===== config.mk =====
export PLATFORM = sky130hd
export DESIGN_NAME = colour_wheel_rgb_pwm_top_flat
export DESIGN_NICKNAME = d
export VERILOG_FILES = /design/src/rtl/crw_pkg.sv /design/src/rtl/crw_if.sv /design/src/rtl/crw_wheel.sv /design/src/rtl/crw_pwm.sv /design/src/rtl/colour_wheel_rgb_pwm_top.sv /design/src/flat_wrapper.sv
export SDC_FILE = /design/constraint.sdc
export NUM_CORES = 1
export LEC_CHECK = 0
export BUFFER_PORTS_ARGS = -buffer_cell sky130_fd_sc_hd__buf_2
export CORE_MARGIN = 5
export CORE_UTILIZATION = 45
export CTS_CLUSTER_DIAMETER = 120
export DETAILED_ROUTE_END_ITERATION = 12
export PLACE_DENSITY_LB_ADDON = 0.25
export SLEW_MARGIN = 10
export SYNTH_ARGS = -nofsm -noshare
export SYNTH_HDL_FRONTEND = slang
export SYNTH_SLANG_ARGS = --single-unit

===== constraint.sdc =====
create_clock -name clk -period 3.7 [get_ports clk]
set_input_delay 1.11 -clock clk [delete_from_list [all_inputs] [get_ports clk]]
set_output_delay 1.11 -clock clk [all_outputs]
set_load 0.03 [all_outputs]

===== src/rtl/crw_pkg.sv =====
`default_nettype none

package crw_pkg;

  localparam int unsigned SampleWidth = 10;
  localparam int unsigned LevelWidth  = 8;
  localparam int unsigned PinWidth    = 3;

  // Wheel segment boundaries
  localparam logic [SampleWidth-1:0] SegRange = 10'd170;
  localparam logic [SampleWidth-1:0] SegB2    = 10'd342;
  localparam logic [SampleWidth-1:0] SegB3    = 10'd512;
  localparam logic [SampleWidth-1:0] SegB4    = 10'd683;
  localparam logic [SampleWidth-1:0] SegB5    = 10'd854;

  localparam logic [LevelWidth-1:0] FullLevel    = 8'd255;
  localparam logic [LevelWidth-1:0] CounterReset = 8'd255;

  typedef logic [LevelWidth-1:0] level_t;
  // index 0 red, 1 green, 2 blue
  typedef level_t [PinWidth-1:0] level_set_t;
  typedef logic [PinWidth-1:0] pins_t;

  typedef enum logic {
    FuncSample = 1'b0,
    FuncTick   = 1'b1
  } func_t;

  typedef struct packed {
    logic  step;
    func_t func;
  } pwm_ctrl_t;

  // offset * 255 / 170 is exactly floor(offset * 3 / 2)
  function automatic logic [LevelWidth:0] ramp_up(input logic [LevelWidth-1:0] offset);
    ramp_up = {1'b0, offset} + {2'b00, offset[LevelWidth-1:1]};
  endfunction

  // Clamp the overshoot at the end of a falling ramp to 0
  function automatic level_t ramp_down(input logic [LevelWidth-1:0] offset);
    logic [LevelWidth:0] r;
    r = ramp_up(offset);
    if (r >= {1'b0, FullLevel}) begin
      ramp_down = '0;
    end else begin
      ramp_down = LevelWidth'({1'b0, FullLevel} - r);
    end
  endfunction

endpackage

`default_nettype wire


===== src/rtl/crw_if.sv =====
`default_nettype none

interface crw_in_if import crw_pkg::*; ();
  logic                   valid;
  logic                   ready;
  logic                   func;
  logic [SampleWidth-1:0] sample_value;

  modport source(output valid, output func, output sample_value, input ready);
  modport sink(input valid, input func, input sample_value, output ready);
endinterface

interface crw_out_if import crw_pkg::*; ();
  logic                  valid;
  logic                  ready;
  logic [PinWidth-1:0]   led_pins;
  logic [LevelWidth-1:0] red_level;
  logic [LevelWidth-1:0] green_level;
  logic [LevelWidth-1:0] blue_level;

  modport source(output valid, output led_pins, output red_level, output green_level,
                 output blue_level, input ready);
  modport sink(input valid, input led_pins, input red_level, input green_level,
               input blue_level, output ready);
endinterface

`default_nettype wire


===== src/rtl/crw_wheel.sv =====
`default_nettype none

module crw_wheel import crw_pkg::*; (
  input  wire logic [SampleWidth-1:0] sample,
  output level_set_t                  levels
);

  logic [SampleWidth-1:0] diff0;
  logic [SampleWidth-1:0] diff1;
  logic [SampleWidth-1:0] diff2;
  logic [SampleWidth-1:0] diff3;
  logic [SampleWidth-1:0] diff4;

  assign diff0 = sample - SegRange;
  assign diff1 = sample - SegB2;
  assign diff2 = sample - SegB3;
  assign diff3 = sample - SegB4;
  assign diff4 = sample - SegB5;

  always_comb begin
    if (sample < SegRange) begin
      levels[0] = FullLevel;
      levels[1] = LevelWidth'(ramp_up(sample[LevelWidth-1:0]));
      levels[2] = '0;
    end else if (sample < SegB2) begin
      levels[0] = ramp_down(diff0[LevelWidth-1:0]);
      levels[1] = FullLevel;
      levels[2] = '0;
    end else if (sample < SegB3) begin
      levels[0] = '0;
      levels[1] = FullLevel;
      levels[2] = LevelWidth'(ramp_up(diff1[LevelWidth-1:0]));
    end else if (sample < SegB4) begin
      levels[0] = '0;
      levels[1] = ramp_down(diff2[LevelWidth-1:0]);
      levels[2] = FullLevel;
    end else if (sample < SegB5) begin
      levels[0] = LevelWidth'(ramp_up(diff3[LevelWidth-1:0]));
      levels[1] = '0;
      levels[2] = FullLevel;
    end else begin
      levels[0] = FullLevel;
      levels[1] = '0;
      levels[2] = ramp_down(diff4[LevelWidth-1:0]);
    end
  end

endmodule

`default_nettype wire


===== src/rtl/crw_pwm.sv =====
`default_nettype none

module crw_pwm import crw_pkg::*; (
  input  wire logic clk,
  input  wire logic rst,
  input  wire pwm_ctrl_t  ctrl,
  input  wire level_set_t new_levels,
  output level_set_t targets,
  output pins_t      pins
);

  level_set_t latched;
  level_t     counter;

  level_t     counter_next;
  level_set_t latched_next;
  pins_t      pins_next;

  always_comb begin
    counter_next = counter + 8'd1;
    latched_next = latched;
    pins_next    = pins;
    if (counter_next == '0) begin
      latched_next = targets;
      pins_next    = '0;
    end
    for (int i = 0; i < PinWidth; i++) begin
      if (latched_next[i] == counter_next) begin
        pins_next[i] = 1'b1;
      end
    end
  end

  always_ff @(posedge clk) begin
    if (rst) begin
      targets <= '0;
      latched <= '0;
      counter <= CounterReset;
      pins    <= '0;
    end else if (ctrl.step) begin
      if (ctrl.func == FuncSample) begin
        targets <= new_levels;
      end else begin
        latched <= latched_next;
        counter <= counter_next;
        pins    <= pins_next;
      end
    end
  end

  // Latch the targets when the counter wraps
  a_latch_on_wrap: assert property (@(posedge clk) disable iff (rst)
    (ctrl.step && ctrl.func == FuncTick && counter == CounterReset)
      |=> (latched == $past(targets) && counter == '0))
    else $error("targets not latched on counter wrap");

  // Counter and latched levels move only on ticks
  a_hold_on_sample: assert property (@(posedge clk) disable iff (rst)
    !(ctrl.step && ctrl.func == FuncTick) |=> ($stable(counter) && $stable(latched)
      && $stable(pins)))
    else $error("pwm state changed without a tick");

  // Red latched at zero is dark from the wrap tick
  a_zero_dark: assert property (@(posedge clk) disable iff (rst)
    (ctrl.step && ctrl.func == FuncTick && counter == CounterReset && targets[0] == '0)
      |=> pins[0])
    else $error("red latched at zero not switched off on wrap");

endmodule

`default_nettype wire


===== src/rtl/colour_wheel_rgb_pwm_top.sv =====
// Channel  | Dir | Payload                                          | Handshake
// items    | in  | func, sample_value                               | valid/ready
// results  | out | led_pins, red_level, green_level, blue_level     | valid/ready
//
// One item per cycle sustained while results are taken; each item passes the input
// register, then mapping and PWM update into the result register.
// Synchronous active-high reset: targets and latched levels 0, counter 255, pins 0.
// A stalled result holds the result register; the input register keeps taking items
// while it is empty or the result register is empty or being drained.
`default_nettype none

module colour_wheel_rgb_pwm_top import crw_pkg::*; (
  input wire logic clk,
  input wire logic rst,
  crw_in_if.sink   items,
  crw_out_if.source results
);

  logic                   in_valid;
  func_t                  in_func;
  logic [SampleWidth-1:0] in_sample;

  logic       out_valid;
  pins_t      out_pins;
  level_set_t out_levels;

  logic       advance;
  pwm_ctrl_t  ctrl;
  level_set_t new_levels;
  level_set_t targets;
  pins_t      pins;

  assign advance     = !out_valid || results.ready;
  assign items.ready = !in_valid || advance;
  assign ctrl.step   = in_valid && advance;
  assign ctrl.func   = in_func;

  always_ff @(posedge clk) begin
    if (rst) begin
      in_valid <= 1'b0;
    end else if (items.ready) begin
      in_valid <= items.valid;
    end
  end

  always_ff @(posedge clk) begin
    if (items.valid && items.ready) begin
      in_func   <= func_t'(items.func);
      in_sample <= items.sample_value;
    end
  end

  crw_wheel u_wheel (
    .sample (in_sample),
    .levels (new_levels)
  );

  crw_pwm u_pwm (
    .clk        (clk),
    .rst        (rst),
    .ctrl       (ctrl),
    .new_levels (new_levels),
    .targets    (targets),
    .pins       (pins)
  );

  always_ff @(posedge clk) begin
    if (rst) begin
      out_valid <= 1'b0;
    end else if (advance) begin
      out_valid <= in_valid;
    end
  end

  // Pins report the mask before this item; levels report the targets after it
  always_ff @(posedge clk) begin
    if (ctrl.step) begin
      out_pins   <= pins;
      out_levels <= (in_func == FuncSample) ? new_levels : targets;
    end
  end

  assign results.valid       = out_valid;
  assign results.led_pins    = out_pins;
  assign results.red_level   = out_levels[0];
  assign results.green_level = out_levels[1];
  assign results.blue_level  = out_levels[2];

endmodule

`default_nettype wire


===== src/flat_wrapper.sv =====
// flat-port wrapper written by rule: the top's interface ports become plain ports
module colour_wheel_rgb_pwm_top_flat import crw_pkg::*;
  (clk, rst, items_valid, items_func, items_sample_value, items_ready, results_valid, results_led_pins, results_red_level, results_green_level, results_blue_level, results_ready);
  crw_in_if items_i ();
  crw_out_if results_i ();
  input wire logic clk;
  input wire logic rst;
  input wire logic [$bits(items_i.valid)-1:0] items_valid;
  input wire logic [$bits(items_i.func)-1:0] items_func;
  input wire logic [$bits(items_i.sample_value)-1:0] items_sample_value;
  output wire logic [$bits(items_i.ready)-1:0] items_ready;
  output wire logic [$bits(results_i.valid)-1:0] results_valid;
  output wire logic [$bits(results_i.led_pins)-1:0] results_led_pins;
  output wire logic [$bits(results_i.red_level)-1:0] results_red_level;
  output wire logic [$bits(results_i.green_level)-1:0] results_green_level;
  output wire logic [$bits(results_i.blue_level)-1:0] results_blue_level;
  input wire logic [$bits(results_i.ready)-1:0] results_ready;
  assign items_i.valid = items_valid;
  assign items_i.func = items_func;
  assign items_i.sample_value = items_sample_value;
  assign items_ready = items_i.ready;
  assign results_valid = results_i.valid;
  assign results_led_pins = results_i.led_pins;
  assign results_red_level = results_i.red_level;
  assign results_green_level = results_i.green_level;
  assign results_blue_level = results_i.blue_level;
  assign results_i.ready = results_ready;
  colour_wheel_rgb_pwm_top u_core (.clk(clk), .rst(rst), .items(items_i), .results(results_i));
endmodule

# Word-level counts from Yosys, hierarchy flattened
# Cells that the tools add are included.
[classes] n_reduce_logical=14 muxes=14 addsub=15 magnitude_cmp=8 n_eq_ne=3
[ops] op="two-way mux 24 bit" count=7
[ops] op="less-than comparator 10 bit, second input constant" count=3
[ops] op="adder 8 x 7 -> 9 bit" count=3
[ops] op="greater-or-equal comparator 9 x 8 -> 1 bit, second input constant" count=3
[ops] op="adder 8 x 7 -> 8 bit" count=3
[ops] op="equality test 8 bit" count=3
[ops] op="two-way mux 8 bit" count=3
[ops] op="subtractor 8 bit, first input constant" count=3
[ops] op="subtractor 8 x 7 -> 8 bit, second input constant" count=2
[ops] op="subtractor 8 bit, second input constant" count=2
[ops] op="less-than comparator 10 x 8 -> 1 bit, second input constant" count=1
[ops] op="less-than comparator 10 x 9 -> 1 bit, second input constant" count=1
[ops] op="AND reduction 3 bit" count=3
[ops] op="adder 8 x 1 -> 8 bit, second input constant" count=1
[ops] op="zero test 8 bit" count=1
[ops] op="subtractor 8 x 1 -> 8 bit, second input constant" count=1
[ops] op="nonzero test 2 bit" count=3
[ops] op="two-way mux 1 bit" count=3
[ops] op="two-way mux 3 bit" count=1
[ops] op="logical AND 1 bit" count=2
[ops] op="zero test 1 bit" count=2
[ops] op="logical OR 1 bit" count=2
[ops] op="AND reduction 2 bit" count=1
[word_totals] wordCells=72 reg_bits=99 in_bits=15 output_inout_bits=29

# Logic depth before layout (Yosys ltp)
[logic_depth] depth_word=10 mapped_depth=16 ltp_nobuf=15

# Hierarchy
# From an unflattened synthesis, not the netlist that was laid out.
[hier_totals] cells_unflattened=759 area_unflattened_um2=6856.6
[by_module_without_submodules] mod="crw_pwm" cells_per_inst=380 area_each_um2=2961.6 seq_area_each_um2=1181.1 n_inst=1
[by_module_without_submodules] mod="crw_wheel" cells_per_inst=304 area_each_um2=2273.4 seq_area_each_um2=0.0 n_inst=1
[by_module_without_submodules] mod="colour_wheel_rgb_pwm_top" cells_per_inst=75 area_each_um2=1621.6 seq_area_each_um2=1181.1 n_inst=1

# Worst setup path before layout
# OpenSTA, ideal clock, no wires.
[synth_timing] kind="register -> register" startpoint="reg u_core.in_sample[1]" endpoint="reg u_core.u_pwm.targets[4] (netlist name)" t_arrival_ns=3.220 period_less_slack_ns=3.290 t_required_ns=3.630 setup_slack_ns=0.410 setup_time_ns=0.070 n_path_buf=2 path_stages_with_launch=16 path_cell_list="edfxtp_1 > buf_2 > inv_1 > ha_1 > o21ai_0 > xnor2_1 > ha_1 > and3_1 > nand3_1 > a31oi_1 > or4_1 > clkbuf_1 > a31o_2 > a32oi_1 > nand2_1 > a21oi_1"
[synth_between] elab_chain_cells=8 elab_cells_between_ends=18 cone_classes="add/sub (5); order compare (6); mux (7)"
[synth_rtl] element="start: declaration" line="colour_wheel_rgb_pwm_top.sv:21" rtl="logic [SampleWidth-1:0] in_sample;"
[synth_rtl] element="start signal: assignment" line="colour_wheel_rgb_pwm_top.sv:49" rtl="in_sample <= items.sample_value;"
[synth_rtl] element="parallel branches: the longest is 6 deep, another holds adder 8 x 7 -> 9 bit"
[synth_rtl] element="two-way mux 24 bit (*)" line="crw_wheel.sv:21" rtl="if (sample < SegRange) begin"
[synth_rtl] element="two-way mux 24 bit (*)"
[synth_rtl] element="end signal: assignment" line="crw_pwm.sv:42" rtl="targets <= new_levels;"
[synth_rtl] element="end: declaration" line="crw_pwm.sv:8" rtl="output level_set_t targets,"
# Mark *: on every way between the ends.
# A chain may end at the register's enable or synchronous reset.

# Worst setup path in the final report
[layout_timing] startpoint="reg u_core.in_sample[1]" endpoint="reg u_core.out_levels (netlist bit u_core.results.red_level[7]) (data pin)"
[layout_between] elab_chain_cells=8 elab_cells_between_ends=18 cone_classes="add/sub (5); order compare (6); mux (7)"
[layout_rtl] element="parallel branches: the longest is 6 deep, another holds adder 8 x 7 -> 9 bit"
[layout_rtl] element="two-way mux 24 bit (*)" line="crw_wheel.sv:21"
[layout_rtl] element="two-way mux 24 bit (*)" line="colour_wheel_rgb_pwm_top.sv:79" rtl="out_levels <= (in_func == FuncSample) ? new_levels : targets;"
[layout_rtl] element="end signal: assignment" line="colour_wheel_rgb_pwm_top.sv:79"
[layout_rtl] element="end: declaration" line="colour_wheel_rgb_pwm_top.sv:25" rtl="level_set_t out_levels;"
# Marks and branches as above.

==> results.rst <==
.. list-table::
   :header-rows: 1

   * - Metric
     - Value
   * - Post-synth net total
     - 784
   * - Setup CP Type
     - flip-flop to flip-flop
   * - First DRT Iteration DRCs
     - 369
   * - Layout overhead on the synthesized area
     - 12.7%
   * - Post-Syn Instances
     - 723
   * - Mean Syn Cell Area
     - 8.75 um2
   * - CTS tree
     - yes
   * - Ys async rst share
     - 0%
   * - TritonCTS Buffers
     - 9
   * - Run status
     - finished clean
   * - Mapped cell area
     - 0.00632 mm2
   * - Clk_skew
     - 7.85 ps
   * - Post-synthesis cell type count
     - 66
   * - Routability congestion estimate from global placement
     - 0.903
   * - Min-delay worst type
     - flip-flop to flip-flop
   * - Placeable core region
     - 0.0138 mm2
   * - Via total after detailed routing
     - 5406
   * - Max-cap violations
     - 0
   * - Final worst-path setup slack
     - 256 ps
   * - Worst-skew pair later-pin latency
     - 350 ps
   * - Remaining design rule violation count
     - 0
   * - Number of buffers inserted by port buffering
     - 43
   * - Final worst-path cycle share
     - 93.1%
   * - Time the worst path needs with I/O delays and setup
     - 3440 ps
   * - Worst relative slew slack
     - 35.9%
   * - Total Neg Setup Slack
     - 0 ps
   * - Clock transition at the registers of the reported paths
     - 70 ps
   * - Post-synthesis register bit count
     - 99
   * - RSZ-0062 raised after global routing
     - no
   * - CP max FO
     - 8
   * - Horizontal extent of the die
     - 129 um
   * - Finish-stage setup viols
     - 0
   * - Buffer type at the clock tree root
     - clkbuf_16
   * - Setup crit start kind
     - flip-flop
   * - Die extent in y
     - 129 um
   * - Pin count of the biggest net entering global routing
     - 42
   * - VDD IR-drop max
     - 0.000257 V
   * - Detailed-router iteration count before antenna repair
     - 6
   * - Wire length of the first global-routing pass
     - 26.0 mm
   * - Leak Pwr
     - 2.80 nW
   * - Endpoint required time on the critical path
     - 3790 ps
   * - Aggregate global-route resource usage
     - 19.6%
   * - Count of standard-cell rows
     - 43
   * - Layout Utilization
     - 51.5%
   * - CTS H-Tree Depth
     - 3
   * - Ys flop type
     - dfxtp_1
   * - Total grt overflow
     - 0
   * - Number of max-slew violations in the final report
     - 0
   * - Die ar.
     - 0.0165 mm2
   * - Kind of end point of the critical path
     - flip-flop
   * - Post-placement worst setup slack
     - 190 ps
   * - Dominant cell type by area after synthesis
     - dfxtp_1
   * - Average wire per standard cell
     - 16.7 um
   * - Yosys warns
     - 0
   * - Top cells by area, synth
     - dfxtp_1, edfxtp_1, ha_1, xnor2_1, a21oi_1
   * - Proportion of synthesized chip area in sequential cells
     - 37.3%
   * - # IOs
     - 44
   * - Endpoints failing hold
     - 0
   * - Max Freq
     - 290 MHz
   * - P per Cell Area
     - 458 mW/mm2
   * - Number of global-route vias before repair
     - 5150
   * - Share of cells above drive strength 1
     - 12.1%
   * - Drt via density
     - 5.70
   * - Number of flops mapped to enable cells by yosys
     - 38
   * - Total power
     - 3.26 mW
   * - Half-perimeter wire length after detailed placement
     - 11.7 mm
   * - Antenna diodes
     - 0
   * - Number of antenna-violating nets in the routed design
     - 0
   * - CP arrival
     - 3530 ps
   * - Actual slew at the worst max-slew pin
     - 961 ps
   * - Antenna violations before repair
     - 0
   * - Clock buffer depth
     - 2
   * - Share of the synthesized area in the top cell type
     - 19.3%
   * - Starting density of the core
     - 45.7%
   * - Total wire length after detailed routing
     - 15.8 mm
   * - Nets@finish
     - 824
   * - Sink count of the clock tree
     - 99
## stage by stage
step	hold WS (ps)	instances	instance area, um2
global placement	415	930	6760
CTS	436	946	7100
detailed placement	416	930	6760
floorplan	408	723	6320
global route	447	948	7130
finish	437	948	7130
## final timing paths
check                                         start                               endpoint  slack [ps]  cells past startpoint
setup / recovery      u_core.in_sample[1]$_DFFE_PP_  u_core.results.red_level[7]$_DFFE_PP_         260                     12
hold / removal    u_core.u_pwm.pins[0]$_SDFFE_PP0P_   u_core.results.led_pins[0]$_DFFE_PP_         440                      0
setup reg to reg      u_core.in_sample[1]$_DFFE_PP_  u_core.results.red_level[7]$_DFFE_PP_         260                     12
hold reg to reg   u_core.u_pwm.pins[0]$_SDFFE_PP0P_   u_core.results.led_pins[0]$_DFFE_PP_         440                      0
## layer usage
metal | track usage, % | vias to the layer above | part of all wire, %
met4 | 6.49 | 0 | 2.2
met1 | 25.7 | 2552 | 45
met3 | 4.15 | 28 | 5.4
met5 | 0 | - | 0
met2 | 32.5 | 169 | 47
li1 | - | 2657 | -
## worst max-delay path: stages, from the launching register on
cell       delay, ps
edfxtp_1         490
buf_4            230
ha_1             200
a21o_1           200
xnor2_1          340
ha_1             330
a21oi_1          240
o21bai_1         120
a2111oi_0        450
nor3_1           150
mux2i_1          190
o211a_1          190
a21oi_1           50
## cells in the final DEF, fill, tap and decap left out, types with 3 or more instances in the layout
master	Yosys	final
a21o_1	11	11
a21oi_1	75	74
a221oi_1	8	8
a31oi_1	5	5
a32o_1	4	4
and2_1	10	10
and3_1	6	6
buf_2	4	43
buf_4	1	19
clkbuf_16	0	10
dfxtp_1	61	61
edfxtp_1	38	38
ha_1	44	44
inv_1	39	39
mux2i_1	21	21
nand2_1	100	100
nand2b_1	7	7
nand3_1	20	20
nand4_1	3	3
nor2_1	32	32
nor2b_1	5	5
nor3_1	12	12
o2111ai_1	3	3
o211a_1	3	3
o211ai_1	6	6
o21a_1	5	5
o21ai_0	49	49
o21bai_1	4	4
o221a_2	3	3
o31ai_1	5	5
or3_1	6	6
xnor2_1	45	45
xor2_1	17	17
## state kept, by name (all words and copies together) (netlist names)
| name | flops |
|---|---|
| u_core.u_pwm.latched | 24 |
| u_core.u_pwm.targets | 24 |
| u_core.in_sample | 10 |
| u_core.results.blue_level | 8 |
| u_core.results.green_level | 8 |
| u_core.results.red_level | 8 |
| u_core.u_pwm.counter | 8 |
| u_core.results.led_pins | 3 |
| u_core.u_pwm.pins | 3 |
| u_core.in_func | 1 |
| u_core.in_valid | 1 |
| u_core.results.valid | 1 |
## cells in the mapped netlist, types with 6 or more instances
master    count
o211ai_1      6
and2_1       10
mux2i_1      21
nand2b_1      7
a221oi_1      8
or3_1         6
ha_1         44
nand2_1     100
nor2_1       32
a21oi_1      75
nand3_1      20
inv_1        39
and3_1        6
dfxtp_1      61
edfxtp_1     38
nor3_1       12
a21o_1       11
xnor2_1      45
clkbuf_1     26
xor2_1       17
o21ai_0      49
## cell type report
type                            instances  area, um2
Clock buffer                           10        250
Clock inverter                          6       93.8
Fill cell                            1306       6700
Inverter                               39        146
Multi-Input combinational cell        551       3670
Sequential cell                        99       2360
Tap cell                              180        225
Timing Repair Buffer                   63        378
## power by group
part           switching, mW  internal, mW
clock network          0.431         0.641
registers             0.0456          1.19
logic                  0.578         0.378
total                   1.05          2.21
## logic make-up after synthesis
family	count (synthesis)	synth area share, %
flip-flops	99	37.3
AND/OR/NAND/NOR	210	15.2
buffers and inverters	73	4.73
adder cells (fa/ha/maj)	46	9.34
XOR/XNOR	62	8.59
multiplexers	23	3.68
AO/OA/AOI/OAI	210	21.1
## timing repair
action	4_1_cts	5_1_grt
gates resized for setup	0	2
setup endpoints to repair	0	10
hold buffers	0	0
endpoints found under the hold margin	0	0
setup buffers	0	2
Power figures use the tool's default switching activity.
